--- src/rtl/core/iee_pkg.sv ---
// shared constants, types and helpers for the ising energy evaluator
// no dependencies; imported by every module in rtl/core
`timescale 1ns / 1ps

package iee_pkg;

    localparam int SPIN_COUNT_SET = 8;
    localparam int MAX_SPINS      = 8;
    localparam int SPIN_COUNT     = (SPIN_COUNT_SET > MAX_SPINS) ? MAX_SPINS : SPIN_COUNT_SET;

    localparam int STATE_W    = 8;   // width of the spin state port
    localparam int MASK_BITS  = 28;
    localparam int FIELD_W    = 8;
    localparam int WEIGHTS_W  = FIELD_W * MAX_SPINS;
    localparam int ENERGY_W   = 12;
    localparam int CNT_W      = 4;   // up to seven neighbours per spin
    localparam int COUPLE_SH  = 4;   // one coupling unit is 16 in 1/16 units

    localparam int PADDR_W    = 4;
    localparam int PDATA_W    = 64;

    // register select, taken from paddr[3]
    localparam logic REG_COUPLING = 1'b0;
    localparam logic REG_FIELD    = 1'b1;

    // per-cell settings derived from the config registers
    typedef struct packed {
        logic [SPIN_COUNT-1:0]     row;    // coupled lower neighbours of this spin
        logic [SPIN_COUNT-1:0]     sel;    // one-hot position of this spin
        logic signed [FIELD_W-1:0] field;
    } t_cell_cfg;

    // bit of the lower-triangle mask that holds pair (j,k), k < j
    function automatic int pair_bit(input int j, input int k);
        return (j * (j - 1)) / 2 + k;
    endfunction

endpackage

--- src/rtl/core/iee_cell.sv ---
// one spin cell of the energy chain: adds this spin's field and coupling terms
// to the running energy and hands the beat on; depends on iee_pkg
`timescale 1ns / 1ps

module iee_cell
    import iee_pkg::*;
(
    input  logic                       i_clk,
    input  logic                       i_rst_n,
    input  t_cell_cfg                  i_cfg,
    input  logic                       i_valid,
    output logic                       o_ready,
    input  logic [SPIN_COUNT-1:0]      i_state,
    input  logic signed [ENERGY_W-1:0] i_energy,
    output logic                       o_valid,
    input  logic                       i_ready,
    output logic [SPIN_COUNT-1:0]      o_state,
    output logic signed [ENERGY_W-1:0] o_energy
);

    logic                       r_valid;
    logic [SPIN_COUNT-1:0]      r_state;
    logic signed [ENERGY_W-1:0] r_energy;

    logic [CNT_W-1:0]           w_match;
    logic [CNT_W-1:0]           w_links;
    logic signed [CNT_W+1:0]    w_sum;
    logic signed [ENERGY_W-1:0] w_term;
    logic signed [ENERGY_W-1:0] w_delta;
    logic                       w_spin;
    logic                       w_take;

    // neighbours aligned minus anti-aligned = 2*aligned_up - links, counted over
    // the signed spins: aligned means neighbour bit equals own spin, so count up
    // spins and fold in own sign afterwards
    always_comb begin
        w_match = '0;
        w_links = '0;
        for (int k = 0; k < SPIN_COUNT; k++) begin
            w_match = w_match + CNT_W'(i_cfg.row[k] & i_state[k]);
            w_links = w_links + CNT_W'(i_cfg.row[k]);
        end
        w_sum   = $signed({1'b0, w_match, 1'b0}) - $signed({2'b00, w_links});
        w_term  = ENERGY_W'(w_sum) * $signed(ENERGY_W'(1 << COUPLE_SH))
                  - ENERGY_W'(i_cfg.field);
        w_spin  = |(i_cfg.sel & i_state);
        w_delta = w_spin ? w_term : -w_term;
    end

    assign o_ready = !r_valid || i_ready;
    assign w_take  = i_valid && o_ready;

    always_ff @(posedge i_clk) begin
        if (!i_rst_n) begin
            r_valid <= 1'b0;
        end else if (o_ready) begin
            r_valid <= i_valid;
        end
        if (w_take) begin
            r_state  <= i_state;
            r_energy <= i_energy + w_delta;
        end
    end

    assign o_valid  = r_valid;
    assign o_state  = r_state;
    assign o_energy = r_energy;

    // a held beat keeps its energy
    a_hold_energy: assert property (@(posedge i_clk) disable iff (!i_rst_n)
        (r_valid && !i_ready) |=> (r_valid && $stable(r_energy)))
        else $error("cell energy changed while stalled");

    // an empty cell always takes a beat
    a_empty_ready: assert property (@(posedge i_clk) disable iff (!i_rst_n)
        !r_valid |-> o_ready)
        else $error("empty cell refused a beat");

    // a taken beat shows up in the next cycle
    a_take_valid: assert property (@(posedge i_clk) disable iff (!i_rst_n)
        w_take |=> r_valid)
        else $error("taken beat lost");

    a_reset_empty: assert property (@(posedge i_clk)
        !i_rst_n |=> !r_valid)
        else $error("cell not empty after reset");

endmodule

--- src/rtl/core/ising_energy_evaluator_unit.sv ---
// an accepted input beat passes through the chain of spin cells to its energy beat,
// one cell per spin, each with its own elastic register; throughput: one spin state
// per cycle while the result channel does not stall
// reset (synchronous, active low): empties the chain, clears both registers
// holds the apb register file and the cell chain; depends on iee_pkg, iee_cell
`timescale 1ns / 1ps

module ising_energy_evaluator_unit
    import iee_pkg::*;
(
    input  logic                       i_clk,
    input  logic                       i_rst_n,
    // apb config port
    input  logic                       psel,
    input  logic                       penable,
    input  logic                       pwrite,
    input  logic [PADDR_W-1:0]         paddr,
    input  logic [PDATA_W-1:0]         pwdata,
    output logic [PDATA_W-1:0]         prdata,
    output logic                       pready,
    // input channel
    input  logic                       i_spin_valid,
    output logic                       o_spin_ready,
    input  logic [STATE_W-1:0]         i_spin_state,
    // result channel
    output logic                       o_energy_valid,
    input  logic                       i_energy_ready,
    output logic signed [ENERGY_W-1:0] o_energy
);

    logic [MASK_BITS-1:0] r_coupling;
    logic [WEIGHTS_W-1:0] r_field;
    logic                 w_wr;

    assign pready = 1'b1;
    assign w_wr   = psel && penable && pwrite && pready;

    always_ff @(posedge i_clk) begin
        if (!i_rst_n) begin
            r_coupling <= '0;
            r_field    <= '0;
        end else if (w_wr) begin
            unique case (paddr[3])
                REG_COUPLING: r_coupling <= pwdata[MASK_BITS-1:0];
                REG_FIELD:    r_field    <= pwdata;
                default:      r_field    <= r_field;
            endcase
        end
    end

    always_comb begin
        unique case (paddr[3])
            REG_COUPLING: prdata = {{(PDATA_W-MASK_BITS){1'b0}}, r_coupling};
            REG_FIELD:    prdata = r_field;
            default:      prdata = '0;
        endcase
    end

    // cell chain
    logic                       w_valid [0:SPIN_COUNT];
    logic                       w_ready [0:SPIN_COUNT];
    logic [SPIN_COUNT-1:0]      w_state [0:SPIN_COUNT];
    logic signed [ENERGY_W-1:0] w_energy[0:SPIN_COUNT];
    t_cell_cfg                  w_cfg   [0:SPIN_COUNT-1];

    assign w_valid[0]  = i_spin_valid;
    assign o_spin_ready = w_ready[0];
    assign w_state[0]  = i_spin_state[SPIN_COUNT-1:0];
    assign w_energy[0] = '0;

    for (genvar j = 0; j < SPIN_COUNT; j++) begin : g_cell
        for (genvar k = 0; k < SPIN_COUNT; k++) begin : g_row
            if (k < j) begin : g_pair
                assign w_cfg[j].row[k] = r_coupling[pair_bit(j, k)];
            end else begin : g_none
                assign w_cfg[j].row[k] = 1'b0;
            end
            assign w_cfg[j].sel[k] = (k == j);
        end
        assign w_cfg[j].field = $signed(r_field[FIELD_W*j +: FIELD_W]);

        iee_cell u_cell (
            .i_clk    (i_clk),
            .i_rst_n  (i_rst_n),
            .i_cfg    (w_cfg[j]),
            .i_valid  (w_valid[j]),
            .o_ready  (w_ready[j]),
            .i_state  (w_state[j]),
            .i_energy (w_energy[j]),
            .o_valid  (w_valid[j+1]),
            .i_ready  (w_ready[j+1]),
            .o_state  (w_state[j+1]),
            .o_energy (w_energy[j+1])
        );
    end

    // last cell register is the output stage
    assign o_energy_valid       = w_valid[SPIN_COUNT];
    assign w_ready[SPIN_COUNT]  = i_energy_ready;
    assign o_energy             = w_energy[SPIN_COUNT];

    logic w_unused;
    assign w_unused = ^w_state[SPIN_COUNT];

endmodule

--- config.mk ---
export PLATFORM = sky130hd
export DESIGN_NAME = ising_energy_evaluator_unit
export DESIGN_NICKNAME = d
export VERILOG_FILES = /design/src/rtl/core/iee_pkg.sv /design/src/rtl/core/iee_cell.sv /design/src/rtl/core/ising_energy_evaluator_unit.sv
export SDC_FILE = /design/constraint.sdc
export NUM_CORES = 1
export LEC_CHECK = 0
export BUFFER_PORTS_ARGS = -buffer_cell sky130_fd_sc_hd__buf_2
export CORE_AREA = 5 5 217 219
export CTS_CLUSTER_DIAMETER = 60
export CTS_CLUSTER_SIZE = 12
export DETAILED_ROUTE_END_ITERATION = 8
export DIE_AREA = 0 0 222 224
export PLACE_DENSITY = 0.62
export SYNTH_ARGS = -nofsm -noshare
export SYNTH_HDL_FRONTEND = slang
export SYNTH_SLANG_ARGS = --single-unit
--- constraint.sdc ---
create_clock -name i_clk -period 7.6 [get_ports i_clk]
set_input_delay 0.76 -clock i_clk [delete_from_list [all_inputs] [get_ports i_clk]]
set_output_delay 0.76 -clock i_clk [all_outputs]
set_load 0.02 [all_outputs]
==> results of run 1 <==
==> flip-flops by register name (all words and copies together) (netlist names) <==
register                count
g_cell.u_cell.o_energy     96
r_field                    64
g_cell.u_cell.o_state      56
r_coupling                 28
g_cell.u_cell.o_valid       8
==> cell families after synthesis <==
group | after synthesis | share of synthesized area
adder cells (fa/ha/maj) | 190 | 0.145
multiplexers | 21 | 0.0126
AND/OR/NAND/NOR | 655 | 0.177
other | 1 | 0.000206
flip-flops | 252 | 0.360
XOR/XNOR | 188 | 0.0911
buffers and inverters | 226 | 0.0480
AO/OA/AOI/OAI | 453 | 0.166
==> cell type report <==
cell class	instances	area, um^2	share of cell area
Timing Repair Buffer	167	861	0.0419
Inverter	160	601	0.0292
Tap cell	600	751	0.0365
Sequential cell	252	6570	0.319
Clock buffer	44	845	0.0411
Clock inverter	12	123	0.00596
Multi-Input combinational cell	1508	10800	0.526
==> through the flow <==
stage | util | total power [mW] | setup WS, ns | instance area [um^2]
global route | 0.458 | 5.24 | 0.913 | 20600
detailed placement | 0.437 | 3.52 | 1.35 | 19600
floorplan | - | 3.14 | 1.78 | 18200
global placement | 0.437 | 3.47 | 1.44 | 19600
CTS | 0.458 | 4.96 | 1.33 | 20600
finish | 0.458 | 4.91 | 1.34 | 20600
==> per-layer routing <==
layer / vias up / part of all wire
li1: 7223 / -
met1: 6730 / 0.44
met2: 310 / 0.49
met3: 74 / 0.043
met4: 0 / 0.027
met5: - / 0
==> power by group <==
part / internal, mW / switching [mW]
Sequential: 1.59 / 0.0357
Clock: 0.813 / 0.594
Combinational: 0.826 / 1.05
==> worst min-delay path by stage <==
stage	cells past startpoint	startpoint	to	slack, ns
global placement	0	g_cell[1].u_cell.o_state[5]$_DFFE_PP_	g_cell[2].u_cell.o_state[5]$_DFFE_PP_	0.40
floorplan	0	g_cell[0].u_cell.o_state[2]$_DFFE_PP_	g_cell[1].u_cell.o_state[2]$_DFFE_PP_	0.40
detailed placement	0	g_cell[2].u_cell.o_state[4]$_DFFE_PP_	g_cell[3].u_cell.o_state[4]$_DFFE_PP_	0.40
CTS	1	i_spin_state[6]	g_cell[0].u_cell.o_state[6]$_DFFE_PP_	0.34
finish	1	i_spin_state[6]	g_cell[0].u_cell.o_state[6]$_DFFE_PP_	0.37
global route	1	i_spin_state[6]	g_cell[0].u_cell.o_state[6]$_DFFE_PP_	0.35
==> layout by cell type (no fill, tap or decap), drive strengths merged, types with 61 or more instances in the layout <==
cell | netlist | layout
nand2 | 259 | 259
buf | 9 | 167
inv | 159 | 165
ha | 154 | 154
edfxtp | 152 | 152
xnor2 | 126 | 126
nor2 | 125 | 125
a21oi | 107 | 107
dfxtp | 100 | 100
a21boi | 97 | 97
o21ai | 73 | 73
xor2 | 61 | 61
==> flow_summary.yaml, run 1 <==
cts:
  hold_buffers: 0
  clock_path_buffers: 3
  numCtsBuffers: 30
  h-tree-depth: 1
  cts_setup_buffers: 0
  cts.clk_slew.worst_paths_ns: 0.06
  clk-insertion-delay-late_ns: 0.58
  post_cts_resized: 0
  cts_root_buf: "clkbuf_16"
  cts.sinks: 252
  cts_tree: "yes"
worst_setup_path:
  critical_path_arrival_ns: 6.68
  crit_top_cell: "fa_1"
  crit_path_end_kind: "flop"
  r2r_cells: 20
  worst_path_largest_cell_delay_ns: 0.68
  cpLargestDelayFamily: "adder cells"
  startpoint_type: "flop"
  path_max_fanout: 5
  r2r-end: "g_cell[7].u_cell.o_energy[10]$_DFFE_PP_"
  worst-path-buf-inv: 2
  path_depth: 20
  required_ns: 8.03
  crit_path_end: "g_cell[7].u_cell.o_energy[10]$_DFFE_PP_"
  reg2reg_from: "g_cell[6].u_cell.o_state[0]$_DFFE_PP_"
  worstSetupPathType: "reg -> reg"
  crit_path_start: "g_cell[6].u_cell.o_state[0]$_DFFE_PP_"
  cpMaxStageDelayCell: "or4b_2"
  path_cells: "and2_1 -> fa_1 -> inv_1 -> fa_1 -> fa_1 -> inv_1 -> fa_1 -> ha_1 -> xor2_1 -> ha_1 -> and2_1 -> a311oi_1 -> nor3b_1 -> o21ai_0 -> nor3_1 -> a31oi_1 -> xor2_1 -> ha_1 -> or4b_2 -> nand3_1"
  r2r_slack_ns: 1.34
power_and_ir_drop:
  peakVddDrop_mv: 0.177
  p_per_area_nw_per_um2: 239
  leakage_nw: 8.36
drt:
  routed_wl_mm: 45.9
  wl_per_cell_um: 16.7
  drtIter0Drc: 876
  drt_pass1_iterations: 5
  ant_nets: 0
  via_count: 14300
  remaining_drc_errors: 0
  viasPerCell: 5.23
die:
  io_pins: 162
  die-area_um2: 49700
  die_h_um: 224
  rows: 78
  start_util: 0.406
  fp.dieW_um: 222
  coreArea_um2: 44900
run_status:
  status: "finished, final reports clean"
layout:
  drive_gt1_frac: 0.125
  nets: 2392
  fillers: 4319
  final_cells: 2743
  syn_to_final_growth_pct: 12.8
  antennaDiodeCount: 0
synth:
  synthTopCellsByArea: "edfxtp_1, dfxtp_1, ha_1"
  syn_area_per_cell_um2: 9.18
  synth_edf_count: 152
  synth.most_common_cell: "nand2_1"
  synth_seq_cells: 252
  synthCells: 1986
  synth_top_cell_area_share: 0.250
  ys.warnings.count: 0
  synth_area_um2: 18200
  synth_nets: 2259
  async_flop_share: 0
  yosysTopAreaCell: "edfxtp_1"
  synth_ff_type: "edfxtp_1"
  yosys-top-cells-count: "nand2_1, inv_1, ha_1, edfxtp_1, xnor2_1"
  yosys.cell_types.count: 91
  synth-seq-area-share: 0.360
grt:
  use_met1: 0.223
  grt_pass1_wl_mm: 72.1
  antenna_found_initial: 1
  use_met2: 0.320
  top_usage_layer: "met2"
  grt_start_max_net_pins: 101
  grt_use_total: 0.177
  overflow: 0
  grt_pass1_vias: 13900
  met3_usage: 0.0253
sta:
  setup_viol: 0
  tightest_slew_ns: 1.19
  timing.final.max_slew_violations: 0
  slew_headroom: 0.205
  min_period_ns: 6.26
  fmax_mhz: 160
  finalCritPeriodShare: 0.823
  rsz0062_at_grt: "false"
  skew_ns: 0.0138
  tns_ns: 0
  timing_hold_violations_final: 0
  fin_hold_ws_ns: 0.368
run:
  cap_violations: 0
placed_design:
  place_inst: 2687
  gp_congestion: 0.885
  io_buffer_count: 157
  dp.final_hpwl_mm: 35.7
min_path:
  hold_path.class: "in -> reg"
Note: power is estimated with default switching activity, not from simulation.
==> run 2: changes to the inputs <==
--- a/config.mk
+++ b/config.mk
@@ -5,13 +5,14 @@
 export SDC_FILE = /design/constraint.sdc
 export NUM_CORES = 1
 export LEC_CHECK = 0
+export ABC_AREA = 1
 export BUFFER_PORTS_ARGS = -buffer_cell sky130_fd_sc_hd__buf_2
 export CORE_AREA = 5 5 217 219
 export CTS_CLUSTER_DIAMETER = 60
 export CTS_CLUSTER_SIZE = 12
 export DETAILED_ROUTE_END_ITERATION = 8
 export DIE_AREA = 0 0 222 224
-export PLACE_DENSITY = 0.62
+export PLACE_DENSITY = 0.64
 export SYNTH_ARGS = -nofsm -noshare
 export SYNTH_HDL_FRONTEND = slang
 export SYNTH_SLANG_ARGS = --single-unit
==> constraint.sdc (replaced) <==
create_clock -name i_clk -period 5.05 [get_ports i_clk]
set_input_delay 0.505 -clock i_clk [delete_from_list [all_inputs] [get_ports i_clk]]
set_output_delay 0.505 -clock i_clk [all_outputs]
set_load 0.02 [all_outputs]
==> run 2 against run 1 <==
  * The flow now finishes with violations (setup timing)
  * Final cell count up 17%
  * Clock power up 45%
  * Final area up 9.4%
  * Sequential cell count unchanged
  * Combinational power rose to 2.9 times the previous value
  * Via count up 10%
  * Fmax up 15%
  * Global-route usage up 1.4 points
  * Die area unchanged
  * Synthesized cell count up 16%
  * Register-to-register slack worse by 1.8 ns
  * Critical path depth up 8
  * Largest power group unchanged
  * Highest routed layer is now met5
==> flow_summary.yaml, run 2 <==
run_status:
  status: "complete, but fails checks"
  violations: "setup timing"
grt:
  grt_pass1_wl_mm: 78.3
  use_met1: 0.234
  top_usage_layer: "met2"
  met3_usage: 0.0266
  antenna_found_initial: 2
  use_met2: 0.333
  grt_use_total: 0.191
  grt_pass1_vias: 15700
  grt_start_max_net_pins: 69
  overflow: 0
worst_setup_path:
  r2r_cells: 28
  r2r_slack_ns: -0.41
  worst_path_largest_cell_delay_ns: 0.52
  critical_path_arrival_ns: 5.76
  required_ns: 5.35
  cpMaxStageDelayCell: "fa_1"
  worstSetupPathType: "reg -> reg"
  r2r-end: "g_cell[7].u_cell.o_energy[10]$_DFFE_PP_"
  reg2reg_from: "g_cell[6].u_cell.o_state[0]$_DFFE_PP_"
  path_max_fanout: 4
  crit_path_end_kind: "flop"
  startpoint_type: "flop"
layout:
  mostFrequentLayoutCell: "nand2_1"
  largest_reg_flops: 96
  layout_common_cells: "nand2_1, inv_1, a21oi_1"
  final_area_um2: 22500
  antennaDiodeCount: 0
  nets: 2846
  drive_gt1_frac: 0.245
  syn_to_final_growth_pct: 24.5
cts:
  h-tree-depth: 1
  clk-insertion-delay-late_ns: 0.58
  numCtsBuffers: 30
  cts_root_buf: "clkbuf_16"
  cts_tree: "yes"
  cts.sinks: 252
  clock_path_buffers: 3
  cts.clk_slew.worst_paths_ns: 0.06
sta:
  tightest_slew_ns: 1.12
  setup_viol: 9
  fmax_mhz: 183
  slew_headroom: 0.250
  finalCritPeriodShare: 1.08
  skew_ns: 0.0229
  rsz0062_at_grt: "true"
  timing_hold_violations_final: 0
  timing.final.max_slew_violations: 0
  fin_hold_ws_ns: 0.0976
  setup_ws_ns: -0.412
  min_period_ns: 5.46
placed_design:
  placed_area_um2: 20100
  io_buffer_count: 157
  dp.final_hpwl_mm: 38.7
  gp_congestion: 0.908
power_and_ir_drop:
  p_int_mw: 6.10
  switching_share: 0.396
  power.switching_mw: 4.00
  peakVddDrop_mv: 0.359
  clkPwrFrac: 0.203
  p_per_area_nw_per_um2: 449
  leakage_nw: 10.8
  combPwrFrac: 0.545
  seq_power_share: 0.252
die:
  die-area_um2: 49700
  io_pins: 162
  rows: 78
  fp.dieW_um: 222
  start_util: 0.403
  coreArea_um2: 44900
  die_h_um: 224
run:
  cap_violations: 0
drt:
  ant_nets: 0
  wl_per_cell_um: 15.7
  remaining_drc_errors: 0
  viasPerCell: 4.95
  routed_wl_mm: 50.3
  via_count: 15800
  drtIter0Drc: 953
  drt_pass1_iterations: 5
synth:
  synth.most_common_cell: "nand2_1"
  async_flop_share: 0
  yosys-top-cells-count: "nand2_1, inv_1, a21oi_1, o21ai_0, ha_1"
  synthTopCellsByArea: "edfxtp_1, dfxtp_1, ha_1"
  ys.warnings.count: 0
  synth_nets: 2569
  yosys.cell_types.count: 49
  synth-seq-area-share: 0.363
  synth_area_um2: 18100
  yosysTopAreaCell: "edfxtp_1"
  synthCells: 2296
  syn_area_per_cell_um2: 7.88
  synth_edf_count: 152
  synth_ff_type: "edfxtp_1"
  synth_seq_cells: 252
  synth_top_cell_area_share: 0.252
min_path:
  hp-start: "i_spin_state[5]"
  hold_end: "g_cell[0].u_cell.o_state[5]$_DFFE_PP_"
  min_path_cells: 1
  hold_path.class: "in -> reg"
[run 2: cell count changes after synthesis, sizes merged, moves of 86 or more]
| cell | delta |
|---|---|
| a21oi | +89 |
| o21ai | +104 |
| inv | +219 |
| xnor2 | -86 |
| a21boi | -94 |
| nand2 | +268 |
[run 2: area by class of cell]
class | count | area [um^2]
clock buffer | 43 | 830
clock inverter | 13 | 105
fill | 4334 | 22400
inverter | 383 | 1450
multi-input combinational | 1619 | 11000
sequential | 252 | 6580
tap | 600 | 751
timing repair buffer | 287 | 1830
[run 2: repair_timing]
item,in CTS,in global routing
pin swaps,85,112
setup endpoints to repair,12,16
cloned,0,0
hold buffers,0,0
buffers inserted,28,24
gates resized for setup,106,159
[run 2: worst max path at each step]
stage / startpoint / to / slack, ns / depth (start not counted)
after floorplan: g_cell[6].u_cell.o_state[0]$_DFFE_PP_ / g_cell[7].u_cell.o_energy[11]$_DFFE_PP_ / -0.11 / 32
after global placement: g_cell[6].u_cell.o_state[0]$_DFFE_PP_ / g_cell[7].u_cell.o_energy[11]$_DFFE_PP_ / -0.32 / 32
after detailed placement: r_coupling[22]$_SDFFE_PN0P_ / g_cell[7].u_cell.o_energy[10]$_DFFE_PP_ / -0.47 / 31
after CTS: g_cell[6].u_cell.o_state[0]$_DFFE_PP_ / g_cell[7].u_cell.o_energy[10]$_DFFE_PP_ / -0.41 / 30
after global routing: g_cell[6].u_cell.o_state[0]$_DFFE_PP_ / g_cell[7].u_cell.o_energy[11]$_DFFE_PP_ / -0.80 / 30
final: g_cell[6].u_cell.o_state[0]$_DFFE_PP_ / g_cell[7].u_cell.o_energy[10]$_DFFE_PP_ / -0.41 / 28
[run 2: critical path: cells and delay by family (launching register included)]
| family | cells | cell delay [ns] |
|---|---|---|
| AO/OA/AOI/OAI | 4 | 0.52 |
| AND/OR/NAND/NOR | 9 | 0.78 |
| buffers and inverters | 5 | 0.33 |
| adder cells (fa/ha/maj) | 7 | 2.66 |
| flip-flops | 1 | 0.37 |
| XOR/XNOR | 3 | 0.48 |
[run 2: per-stage QoR]
| stage | instances | power, mW | TNS (ns) | worst slack, ns | utilization |
|---|---|---|---|---|---|
| after floorplan | 2296 | 5.62 | -0.192 | -0.115 | - |
| after global placement | 3094 | 6.77 | -1.75 | -0.317 | 0.448 |
| after detailed placement | 3094 | 6.86 | -2.68 | -0.473 | 0.448 |
| after CTS | 3173 | 9.38 | -1.48 | -0.407 | 0.482 |
| after global routing | 3197 | 10.8 | -4.29 | -0.799 | 0.501 |
| final | 3197 | 10.1 | -1.86 | -0.412 | 0.501 |
[run 2: cell families after synthesis]
| kind of cell | count (synthesis) | share of synthesized area |
|---|---|---|
| other cells | 1 | 0.000207 |
| fa+ha+maj | 190 | 0.146 |
| xor+xnor | 151 | 0.0758 |
| compound gates | 423 | 0.126 |
| buf+inv | 425 | 0.0891 |
| simple gates | 854 | 0.200 |
| flops | 252 | 0.363 |
[run 2: layer usage]
metal  share of wire  wire (um)
met1            0.42      21100
met2            0.48      24200
met3           0.044       2210
met4           0.055       2790
met5         0.00022         11
[run 2: power groups by stage]
stage | clock network, mW | registers, mW | logic, mW
floorplan | 0 | 2.56 | 3.06
global placement | 0 | 2.59 | 4.18
detailed placement | 0 | 2.59 | 4.28
CTS | 2.11 | 2.55 | 4.72
global route | 2.20 | 2.55 | 6.08
finish | 2.05 | 2.54 | 5.50
